--- config.mk ---
export PLATFORM = sky130hd
export DESIGN_NAME = ipv4_header_builder_flat
export DESIGN_NICKNAME = d
export VERILOG_FILES = /design/src/rtl/core/ipv4hb_pkg.sv /design/src/rtl/core/ipv4hb_if.sv /design/src/rtl/core/ipv4hb_csum.sv /design/src/rtl/core/ipv4_header_builder.sv /design/src/flat_wrapper.sv
export SDC_FILE = /design/constraint.sdc
export NUM_CORES = 1
export LEC_CHECK = 0
export BUFFER_PORTS_ARGS = -buffer_cell sky130_fd_sc_hd__buf_4
export CAP_MARGIN = 40
export CORE_ASPECT_RATIO = 1.4
export CORE_MARGIN = 4
export CORE_UTILIZATION = 31
export CTS_CLUSTER_SIZE = 28
export DETAILED_ROUTE_END_ITERATION = 7
export PLACE_DENSITY = 0.56
export SYNTH_ARGS = -nofsm -noshare
export SYNTH_HDL_FRONTEND = slang
export SYNTH_SLANG_ARGS = --single-unit
--- constraint.sdc ---
create_clock -name clk -period 6.41 [get_ports clk]
set_input_delay 0.641 -clock clk [delete_from_list [all_inputs] [get_ports clk]]
set_output_delay 0.641 -clock clk [all_outputs]
set_load 0.03 [all_outputs]
--- src/rtl/core/ipv4hb_pkg.sv ---
`timescale 1ns / 1ps
`default_nettype none

package ipv4hb_pkg;

  localparam int HDR_BYTES = 20;
  localparam int HDR_BITS  = HDR_BYTES * 8;
  localparam int POS_W     = 5;

  localparam logic [POS_W-1:0] LAST_POS = POS_W'(HDR_BYTES - 1);

  localparam logic [7:0]  VER_IHL   = 8'h45;
  localparam logic [15:0] HDR_LEN   = 16'd20;
  localparam logic [7:0]  TTL_RESET = 8'd64;

  // register index decoded from paddr[2]
  localparam logic REG_SRC_ADDR = 1'b0;
  localparam logic REG_TTL      = 1'b1;

  typedef struct packed {
    logic [15:0] tot_len;
    logic [7:0]  ttl;
    logic [7:0]  protocol;
    logic [31:0] src_addr;
    logic [31:0] dst_addr;
  } csum_in_t;

endpackage

`default_nettype wire

--- src/rtl/core/ipv4hb_if.sv ---
`timescale 1ns / 1ps
`default_nettype none

interface ipv4hb_desc_if;
  logic        valid;
  logic        ready;
  logic [15:0] payload_length;
  logic [31:0] destination_address;
  logic [7:0]  protocol_number;

  modport source(output valid, payload_length, destination_address, protocol_number,
                 input ready);
  modport sink(input valid, payload_length, destination_address, protocol_number,
               output ready);
endinterface

interface ipv4hb_byte_if;
  logic       valid;
  logic       ready;
  logic [7:0] header_byte;
  logic [4:0] byte_position;
  logic       last_byte;

  modport source(output valid, header_byte, byte_position, last_byte, input ready);
  modport sink(input valid, header_byte, byte_position, last_byte, output ready);
endinterface

`default_nettype wire

--- src/rtl/core/ipv4hb_csum.sv ---
`timescale 1ns / 1ps
`default_nettype none

module ipv4hb_csum
  import ipv4hb_pkg::*;
(
  input  wire csum_in_t fields,
  output logic [15:0]   csum
);

  logic [18:0] sum;
  logic [16:0] fold1;
  logic [15:0] fold2;

  // zero words (id, flags, checksum) drop out of the sum
  always_comb begin
    sum = 19'({VER_IHL, 8'h00})
        + 19'(fields.tot_len)
        + 19'({fields.ttl, fields.protocol})
        + 19'(fields.src_addr[31:16]) + 19'(fields.src_addr[15:0])
        + 19'(fields.dst_addr[31:16]) + 19'(fields.dst_addr[15:0]);
    fold1 = 17'(sum[15:0]) + 17'(sum[18:16]);
    fold2 = fold1[15:0] + 16'(fold1[16]);
    csum  = ~fold2;
  end

endmodule

`default_nettype wire

--- src/rtl/core/ipv4_header_builder.sv ---
`timescale 1ns / 1ps
`default_nettype none

// channel  dir  fields
// desc     in   payload_length, destination_address, protocol_number
// hdr      out  header_byte, byte_position, last_byte
// apb      cfg  0x0 source_address, 0x4 time_to_live
//
// One descriptor gives 20 words, one per cycle while hdr.ready is high;
// the byte shift register sets the rate.
// With the shift register idle, an accepted descriptor goes to the input
// register, then to the shift register, where the first word becomes valid.
// The next descriptor is held in the input register and loads on the cycle
// the last word of the previous header is taken.
// Reset is synchronous: clears valids, source_address to 0, TTL to 64.

module ipv4_header_builder
  import ipv4hb_pkg::*;
(
  input  wire logic        clk,
  input  wire logic        rst,
  ipv4hb_desc_if.sink      desc,
  ipv4hb_byte_if.source    hdr,
  input  wire logic        psel,
  input  wire logic        penable,
  input  wire logic        pwrite,
  input  wire logic [2:0]  paddr,
  input  wire logic [31:0] pwdata,
  output logic [31:0]      prdata,
  output logic             pready
);

  logic [31:0] src_addr;
  logic [7:0]  ttl;

  logic        in_valid;
  logic [15:0] in_total;
  logic [31:0] in_dst;
  logic [7:0]  in_proto;

  logic                hdr_valid;
  logic [HDR_BITS-1:0] hdr_shift;
  logic [POS_W-1:0]    pos;

  logic     cfg_wr;
  logic     in_fire;
  logic     out_fire;
  logic     out_done;
  logic     load;
  csum_in_t csum_fields;
  logic [15:0] csum;

  assign pready = 1'b1;
  assign cfg_wr = psel && penable && pwrite && pready;
  assign prdata = (paddr[2] == REG_TTL) ? {24'h0, ttl} : src_addr;

  always_ff @(posedge clk) begin
    if (rst) begin
      src_addr <= '0;
      ttl      <= TTL_RESET;
    end else if (cfg_wr) begin
      case (paddr[2])
        REG_SRC_ADDR: src_addr <= pwdata;
        REG_TTL:      ttl      <= pwdata[7:0];
        default:      ;
      endcase
    end
  end

  assign out_fire = hdr_valid && hdr.ready;
  assign out_done = out_fire && (pos == LAST_POS);
  assign load     = in_valid && (!hdr_valid || out_done);
  assign in_fire  = desc.valid && desc.ready;
  assign desc.ready = !in_valid || load;

  always_ff @(posedge clk) begin
    if (rst) begin
      in_valid <= 1'b0;
    end else if (in_fire) begin
      in_valid <= 1'b1;
    end else if (load) begin
      in_valid <= 1'b0;
    end
  end

  always_ff @(posedge clk) begin
    if (in_fire) begin
      in_total <= desc.payload_length + HDR_LEN;
      in_dst   <= desc.destination_address;
      in_proto <= desc.protocol_number;
    end
  end

  assign csum_fields = '{tot_len: in_total, ttl: ttl, protocol: in_proto,
                         src_addr: src_addr, dst_addr: in_dst};

  ipv4hb_csum u_csum (
    .fields (csum_fields),
    .csum   (csum)
  );

  always_ff @(posedge clk) begin
    if (rst) begin
      hdr_valid <= 1'b0;
      pos       <= '0;
    end else if (load) begin
      hdr_valid <= 1'b1;
      pos       <= '0;
    end else if (out_done) begin
      hdr_valid <= 1'b0;
      pos       <= '0;
    end else if (out_fire) begin
      pos <= pos + POS_W'(1);
    end
  end

  always_ff @(posedge clk) begin
    if (load) begin
      hdr_shift <= {VER_IHL, 8'h00, in_total, 32'h0, ttl, in_proto, csum,
                    src_addr, in_dst};
    end else if (out_fire) begin
      hdr_shift <= {hdr_shift[HDR_BITS-9:0], 8'h00};
    end
  end

  assign hdr.valid         = hdr_valid;
  assign hdr.header_byte   = hdr_shift[HDR_BITS-1 -: 8];
  assign hdr.byte_position = pos;
  assign hdr.last_byte     = (pos == LAST_POS);

  a_pos_range: assert property (@(posedge clk) disable iff (rst)
    hdr_valid |-> (pos <= LAST_POS))
    else $error("byte position past end of header");

  a_load_start: assert property (@(posedge clk) disable iff (rst)
    load |=> (hdr_valid && (pos == '0)))
    else $error("header load did not restart at byte 0");

  a_done_idle: assert property (@(posedge clk) disable iff (rst)
    (out_done && !load) |=> !hdr_valid)
    else $error("header still valid after last word");

  a_hold_desc: assert property (@(posedge clk) disable iff (rst)
    (in_valid && !load) |=> in_valid)
    else $error("pending descriptor dropped");

endmodule

`default_nettype wire
--- src/flat_wrapper.sv ---
// flat-port wrapper written by rule: the top's interface ports become plain ports
module ipv4_header_builder_flat import ipv4hb_pkg::*;
  (clk, rst, psel, penable, pwrite, paddr, pwdata, prdata, pready, desc_valid, desc_payload_length, desc_destination_address, desc_protocol_number, desc_ready, hdr_valid, hdr_header_byte, hdr_byte_position, hdr_last_byte, hdr_ready);
  ipv4hb_desc_if desc_i ();
  ipv4hb_byte_if hdr_i ();
  input  wire logic clk;
  input  wire logic rst;
  input  wire logic psel;
  input  wire logic penable;
  input  wire logic pwrite;
  input  wire logic [2:0] paddr;
  input  wire logic [31:0] pwdata;
  output logic [31:0] prdata;
  output logic pready;
  input wire logic [$bits(desc_i.valid)-1:0] desc_valid;
  input wire logic [$bits(desc_i.payload_length)-1:0] desc_payload_length;
  input wire logic [$bits(desc_i.destination_address)-1:0] desc_destination_address;
  input wire logic [$bits(desc_i.protocol_number)-1:0] desc_protocol_number;
  output wire logic [$bits(desc_i.ready)-1:0] desc_ready;
  output wire logic [$bits(hdr_i.valid)-1:0] hdr_valid;
  output wire logic [$bits(hdr_i.header_byte)-1:0] hdr_header_byte;
  output wire logic [$bits(hdr_i.byte_position)-1:0] hdr_byte_position;
  output wire logic [$bits(hdr_i.last_byte)-1:0] hdr_last_byte;
  input wire logic [$bits(hdr_i.ready)-1:0] hdr_ready;
  assign desc_i.valid = desc_valid;
  assign desc_i.payload_length = desc_payload_length;
  assign desc_i.destination_address = desc_destination_address;
  assign desc_i.protocol_number = desc_protocol_number;
  assign desc_ready = desc_i.ready;
  assign hdr_valid = hdr_i.valid;
  assign hdr_header_byte = hdr_i.header_byte;
  assign hdr_byte_position = hdr_i.byte_position;
  assign hdr_last_byte = hdr_i.last_byte;
  assign hdr_i.ready = hdr_ready;
  ipv4_header_builder u_core (.clk(clk), .rst(rst), .desc(desc_i), .hdr(hdr_i), .psel(psel), .penable(penable), .pwrite(pwrite), .paddr(paddr), .pwdata(pwdata), .prdata(prdata), .pready(pready));
endmodule
# After elaboration in Yosys (flattened, before gate mapping)
# Index checks and enable logic that the tools add are counted.
[op_classes]
eq_ne = 1
n_bitwise = 2
n_reduce_logical = 16
muxes = 7
n_addsub = 10
[ops]
columns = ["cell", "count"]
rows = [
  ["144-bit two-way mux", 2],
  ["19-bit by 16-bit adder with 19-bit output", 5],
  ["32-bit two-way mux", 1],
  ["15-bit by 16-bit adder with 17-bit output, first input constant", 1],
  ["16-bit by 3-bit adder with 17-bit output", 1],
  ["16-bit by 1-bit adder with 16-bit output", 1],
  ["16-bit by 5-bit adder with 16-bit output, second input constant", 1],
  ["16-bit inverter", 1],
  ["1-bit logical AND", 6],
  ["2-bit nonzero test", 3],
  ["5-bit by 1-bit adder with 5-bit output, second input constant", 1],
  ["5-bit == test, second input constant", 1],
  ["1-bit two-way mux", 4],
  ["2-bit AND reduction", 2],
  ["3-bit OR reduction", 1],
  ["1-bit logical NOT", 2],
  ["1-bit logical OR", 2],
  ["1-bit inverter", 1],
]
[word_totals]
inputBits = 98
out_inout_bits = 49
regBits = 263
wordCells = 46

# Logic depth before layout (Yosys ltp)
[logic_depth]
ltp_word = 10
ltp_mapped = 31
depth_no_buf = 31

# By module
# Synthesis repeated with hierarchy kept, for this count alone.
[unflattened]
hier_cells = 1255
hier_area_um2 = 13768.2
[modules_own_cells]
columns = ["mod", "area_each_um2", "instances", "seq_area_each_um2", "cells_each"]
rows = [
  ["ipv4_header_builder", 10272.4, 1, 6946.7, 844],
  ["ipv4hb_csum", 3495.9, 1, 0.0, 411],
]

# Least setup slack after synthesis
# Ideal clock, no wire load.
[synth_timing]
path_kind = "register to register"
startpoint = "register u_core.in_total[8]"
endpoint = "register u_core.hdr_shift[77] (data pin)"
path_slack_ps = -266
required_ps = 6275
path_buffers = 1
t_arrival_ps = 6541
synth_period_minus_slack_ps = 6676
stages_incl_launch_ff = 31
setup_time_ps = 135
path_cell_list = "edfxtp_1 -> ha_1 -> o21ai_0 -> xnor2_1 -> fa_1 -> inv_1 -> fa_1 -> fa_1 -> inv_1 -> ha_1 -> clkbuf_1 -> a21oi_1 -> o21ai_0 -> a21oi_1 -> o21bai_1 -> a21oi_1 -> o21bai_1 -> a21oi_1 -> xnor2_1 -> fa_1 -> a21oi_1 -> nor3_1 -> nand3_1 -> nor4_1 -> ha_1 -> and3_1 -> nand4_1 -> nor3_1 -> a21oi_2 -> or4_1 -> nand3_1"
[synth_via]
elab_chain_len = 10
[synth_rtl]
columns = ["element", "line", "rtl"]
rows = [
  ["start, declared", "ipv4_header_builder.sv:37", "logic [15:0] in_total;"],
  ["start signal, assigned", "ipv4_header_builder.sv:88", "in_total <= desc.payload_length + HDR_LEN;"],
  ["15-bit by 16-bit adder with 17-bit output", "ipv4hb_csum.sv:18", "+ 19'(fields.tot_len)"],
  ["19-bit by 16-bit adder with 19-bit output", "ipv4hb_csum.sv:19", "+ 19'({fields.ttl, fields.protocol})"],
  ["19-bit by 16-bit adder with 19-bit output (2 in series)", "ipv4hb_csum.sv:20", "+ 19'(fields.src_addr[31:16]) + 19'(fields.src_addr[15:0])"],
  ["19-bit by 16-bit adder with 19-bit output (2 in series)", "ipv4hb_csum.sv:21", "+ 19'(fields.dst_addr[31:16]) + 19'(fields.dst_addr[15:0]);"],
  ["16-bit by 3-bit adder with 17-bit output", "ipv4hb_csum.sv:22", "fold1 = 17'(sum[15:0]) + 17'(sum[18:16]);"],
  ["16-bit by 1-bit adder with 16-bit output", "ipv4hb_csum.sv:23", "fold2 = fold1[15:0] + 16'(fold1[16]);"],
  ["16-bit inverter", "ipv4hb_csum.sv:24", "csum = ~fold2;"],
  ["144-bit two-way mux", "ipv4_header_builder.sv:118", "if (load) begin"],
  ["end signal, assigned", "ipv4_header_builder.sv:119", "hdr_shift <= {VER_IHL, 8'h00, in_total, 32'h0, ttl, in_proto, csum,"],
  ["end signal, assigned", "ipv4_header_builder.sv:122", "hdr_shift <= {hdr_shift[HDR_BITS-9:0], 8'h00};"],
  ["end, declared", "ipv4_header_builder.sv:42", "logic [HDR_BITS-1:0] hdr_shift;"],
]
# No other way between the ends.
# A chain may end at the register's enable or synchronous reset.

# Worst setup path in the final report
[layout_timing]
startpoint = "register u_core.in_total[8]"
endpoint = "register u_core.hdr_shift[79] (data pin)"
# Same word-level chain as after synthesis.

==> summary.md <==
| Metric | Value |
|---|---|
| Status | `finished, final reports clean` |
| PD cells | `around 360 nW/um^2` |
| Critical Path RT | `just under 7 ns` |
| CTS tree | `done` |
| Total GRT Usage | `between 10% and 20%` |
| Layout Nets | `1818` |
| Worst-margin pin slew | `~0.9 ns` |
| Unrepaired setup endpoints after global routing | `yes` |
| Overflow after GRT | `0` |
| Worst path slowest cell | `fa_1` |
| Fmax | `~160 MHz` |
| Startpoint Class | `register` |
| Post-layout minimum cycle time | `between 6 and 7 ns` |
| Num Clock Sinks | `263` |
| Yosys reg bits | `about 260` |
| Crit path largest cell delay | `0.57 ns` |
| Synthesized area per cell | `about 10 sq um` |
| Crit path from | `u_core.in_total[8]` |
| Final Skew | `~0.015 ns` |
| Initial core utilization | `between 30% and 40%` |
| IO Pins | `approximately 150` |
| Bufs and invs on worst path | `6` |
| Detailed Route Iter0 Violations | `approximately 630` |
| TritonCTS Buffers | `27` |
| Ys flop type | `edfxtp_1` |
| Global-route wire length before repair | `just over 60000 um` |
| Worst min path class | `in2reg` |
| Die area | `about 48000 sq um` |
| Final WL | `41500 um` |
| Asr flop ratio synth | `0%` |
| Synth Cell Area | `~14000 sq um` |
| Clock Path Buffers | `3` |
| Finished Layout Cells | `2203` |
| Layout cells sized above 1 | `a little over a quarter` |
| FILL cells | `~4.2k` |
| Area growth from synthesis to layout | `28.7%` |
| Antenna violation net count after detailed routing | `0` |
| Max Slew Vio Count | `0` |
| CP Class | `reg2reg` |
| Clock slew at reported path FFs | `0.06 ns` |
| Placement row count | `90` |
| Crit end category | `register` |
| Setup Viol. Count Final | `0` |
| Hold_sp | `desc_destination_address[13]` |
| Sequential element share of the synthesized area | `about half` |
| Largest net degree at the start of global routing | `93` |
| Largest delay share family, worst path | `adder cells` |
| Peak VDD IR | `around 0.23 mV` |
| Post-Synthesis Cells | `approximately 1.4k` |
| Ys Warns | `0` |
| H-tree levels | `1` |
| Vias per cell | `~4.8` |
| Fin crit share | `just under 100%` |
| Initial antenna violation count | `1` |
| CTS root buffer | `clkbuf_16` |
| Final hold vios | `0` |
| DR DRC count | `0` |
| Setup slack after layout | `approximately 0.056 ns` |
| Most frequent CP cell | `fa_1` |
| Crit-path max FO | `5` |
| Area of the multi-input gates | `around 6300 sq um` |
| DRT Pass-1 Iters | `5` |
| Wire per inst | `18.8 um` |
| Max Cap Viol | `0` |
| RePlAce Congestion | `approximately 0.87` |
| Syn nets | `1569` |
| Leak pwr | `roughly 0.0072 uW` |
| Register area | `6950 sq um` |
| Distinct cell type count after synthesis | `66` |
| Worst-skew pair later-pin latency | `0.57 ns` |
| Reg2Reg Setup Slack | `0.06 ns` |
| Pre-CTS WS | `-0.549 ns` |
| Worst Path Arrival | `6.75 ns` |
| Detailed Place HPWL | `approximately 31000 um` |
| Buffers on Ports | `between 100 and 150` |
| Vias in the first global route | `10.6k` |
| Number of synthesized flops with an enable pin | `~170` |
| Die Y | `~260 um` |
| Final Power | `between 6000 and 7000 uW` |
| Chip width | `185 um` |
| CORE AREA | `between 40000 and 50000 sq um` |
| Dpl cells | `approximately 2.1k` |
| FF-to-FF Start | `u_core.in_total[8]` |
| Cts hold-fix bufs | `0` |
| Worst slew margin | `about two fifths` |
| Vias | `10.5k` |
[cells in the final DEF (no fill, tap or decap), drive strengths merged, types with 26 or more instances in the layout]
cell and count:
nor2 36, fa 65, clkbuf 35, o21ai 45, ha 26, nand2 332
nor2b 27, xnor2 33, inv 119, dfxtp 95, a21oi 106, nand3 118
edfxtp 168, buf 301
[metal layers]
metal  wire length [um]  share of wire [%]  global-route usage (%)
met5                  0                  0                       0
met4               2410                5.8                    8.77
met3               1760                4.2                    1.93
met2              21300                 51                    29.9
met1              16100                 39                    20.4
[layout make-up]
cell class	instances	share of cell area (%)
Antenna cell	1	0.0142
Tap cell	552	3.93
Inverter	117	2.50
Multi-Input combinational cell	919	35.8
Sequential cell	263	39.5
Clock inverter	15	0.833
Clock buffer	35	4.07
Timing Repair Buffer	301	13.4
[sequential cells by signal (all words and copies together) (netlist names)]
name                      cells
u_core.in_total              16
u_core.src_addr              32
u_core.in_proto               8
u_core.hdr_shift            160
u_core.hdr.byte_position      5
u_core.ttl                    8
u_core.in_dst                32
u_core.in_valid               1
u_core.hdr.valid              1
[through the flow]
stage | setup TNS, ns | hold slack [ns] | utilization, % | cell area, sq um
2_1_floorplan | 0 | 0.432 | - | 13700
3_3_place_gp | -3.39 | 0.436 | 37.2 | 16100
3_5_place_dp | -4.17 | 0.446 | 37.4 | 16200
4_1_cts | -0.0114 | 0.212 | 40.0 | 17300
5_1_grt | -2.11 | 0.227 | 40.5 | 17600
6_report | 0 | 0.244 | 40.5 | 17600
[worst paths after layout]
path,to,cells after the start
worst max-delay path,u_core.hdr_shift[79],29
worst min-delay path,u_core.in_dst[13],1
worst max register to register,u_core.hdr_shift[79],29
worst min register to register,u_core.hdr_shift[107],2
[report_power, final]
group | internal (uW) | total, uW | switching (uW)
logic | 1280 | 2810 | 1520
registers | 1940 | 2000 | 55.3
clock network | 875 | 1570 | 693
total | 4100 | 6370 | 2270
[Yosys cell counts, drive strengths merged, types with 17 or more instances]
master | instances | share of area, %
nand2 | 332 | 9.1
edfxtp | 168 | 37
nand3 | 118 | 4.5
inv | 117 | 3.2
a21oi | 106 | 3.9
dfxtp | 95 | 14
fa | 65 | 9.5
clkbuf | 53 | 1.5
o21ai | 45 | 1.7
nor2 | 36 | 0.99
xnor2 | 33 | 2.2
buf | 28 | 1.2
nor2b | 27 | 1.2
ha | 26 | 2.4
xor2 | 17 | 1.1
[repair_timing]
action | CTS | global route
pin swaps | 13 | 19
setup buffers | 10 | 13
resized for setup | 43 | 39
setup endpoints to repair | 14 | 14
[cells by family (layout without fill, tap and decap cells)]
family / Yosys count / after routing / synth area share, %
AO/OA/AOI/OAI: 203 / 203 / 8.80
XOR/XNOR: 50 / 50 / 3.32
adder cells (fa/ha/maj): 91 / 91 / 11.9
buffers and inverters: 198 / 468 / 5.83
flip-flops: 263 / 263 / 50.9
multiplexers: 6 / 6 / 0.495
other: 1 / 2 / 0.0275
AND/OR/NAND/NOR: 568 / 568 / 18.8
Power figures use the tool's default switching activity.
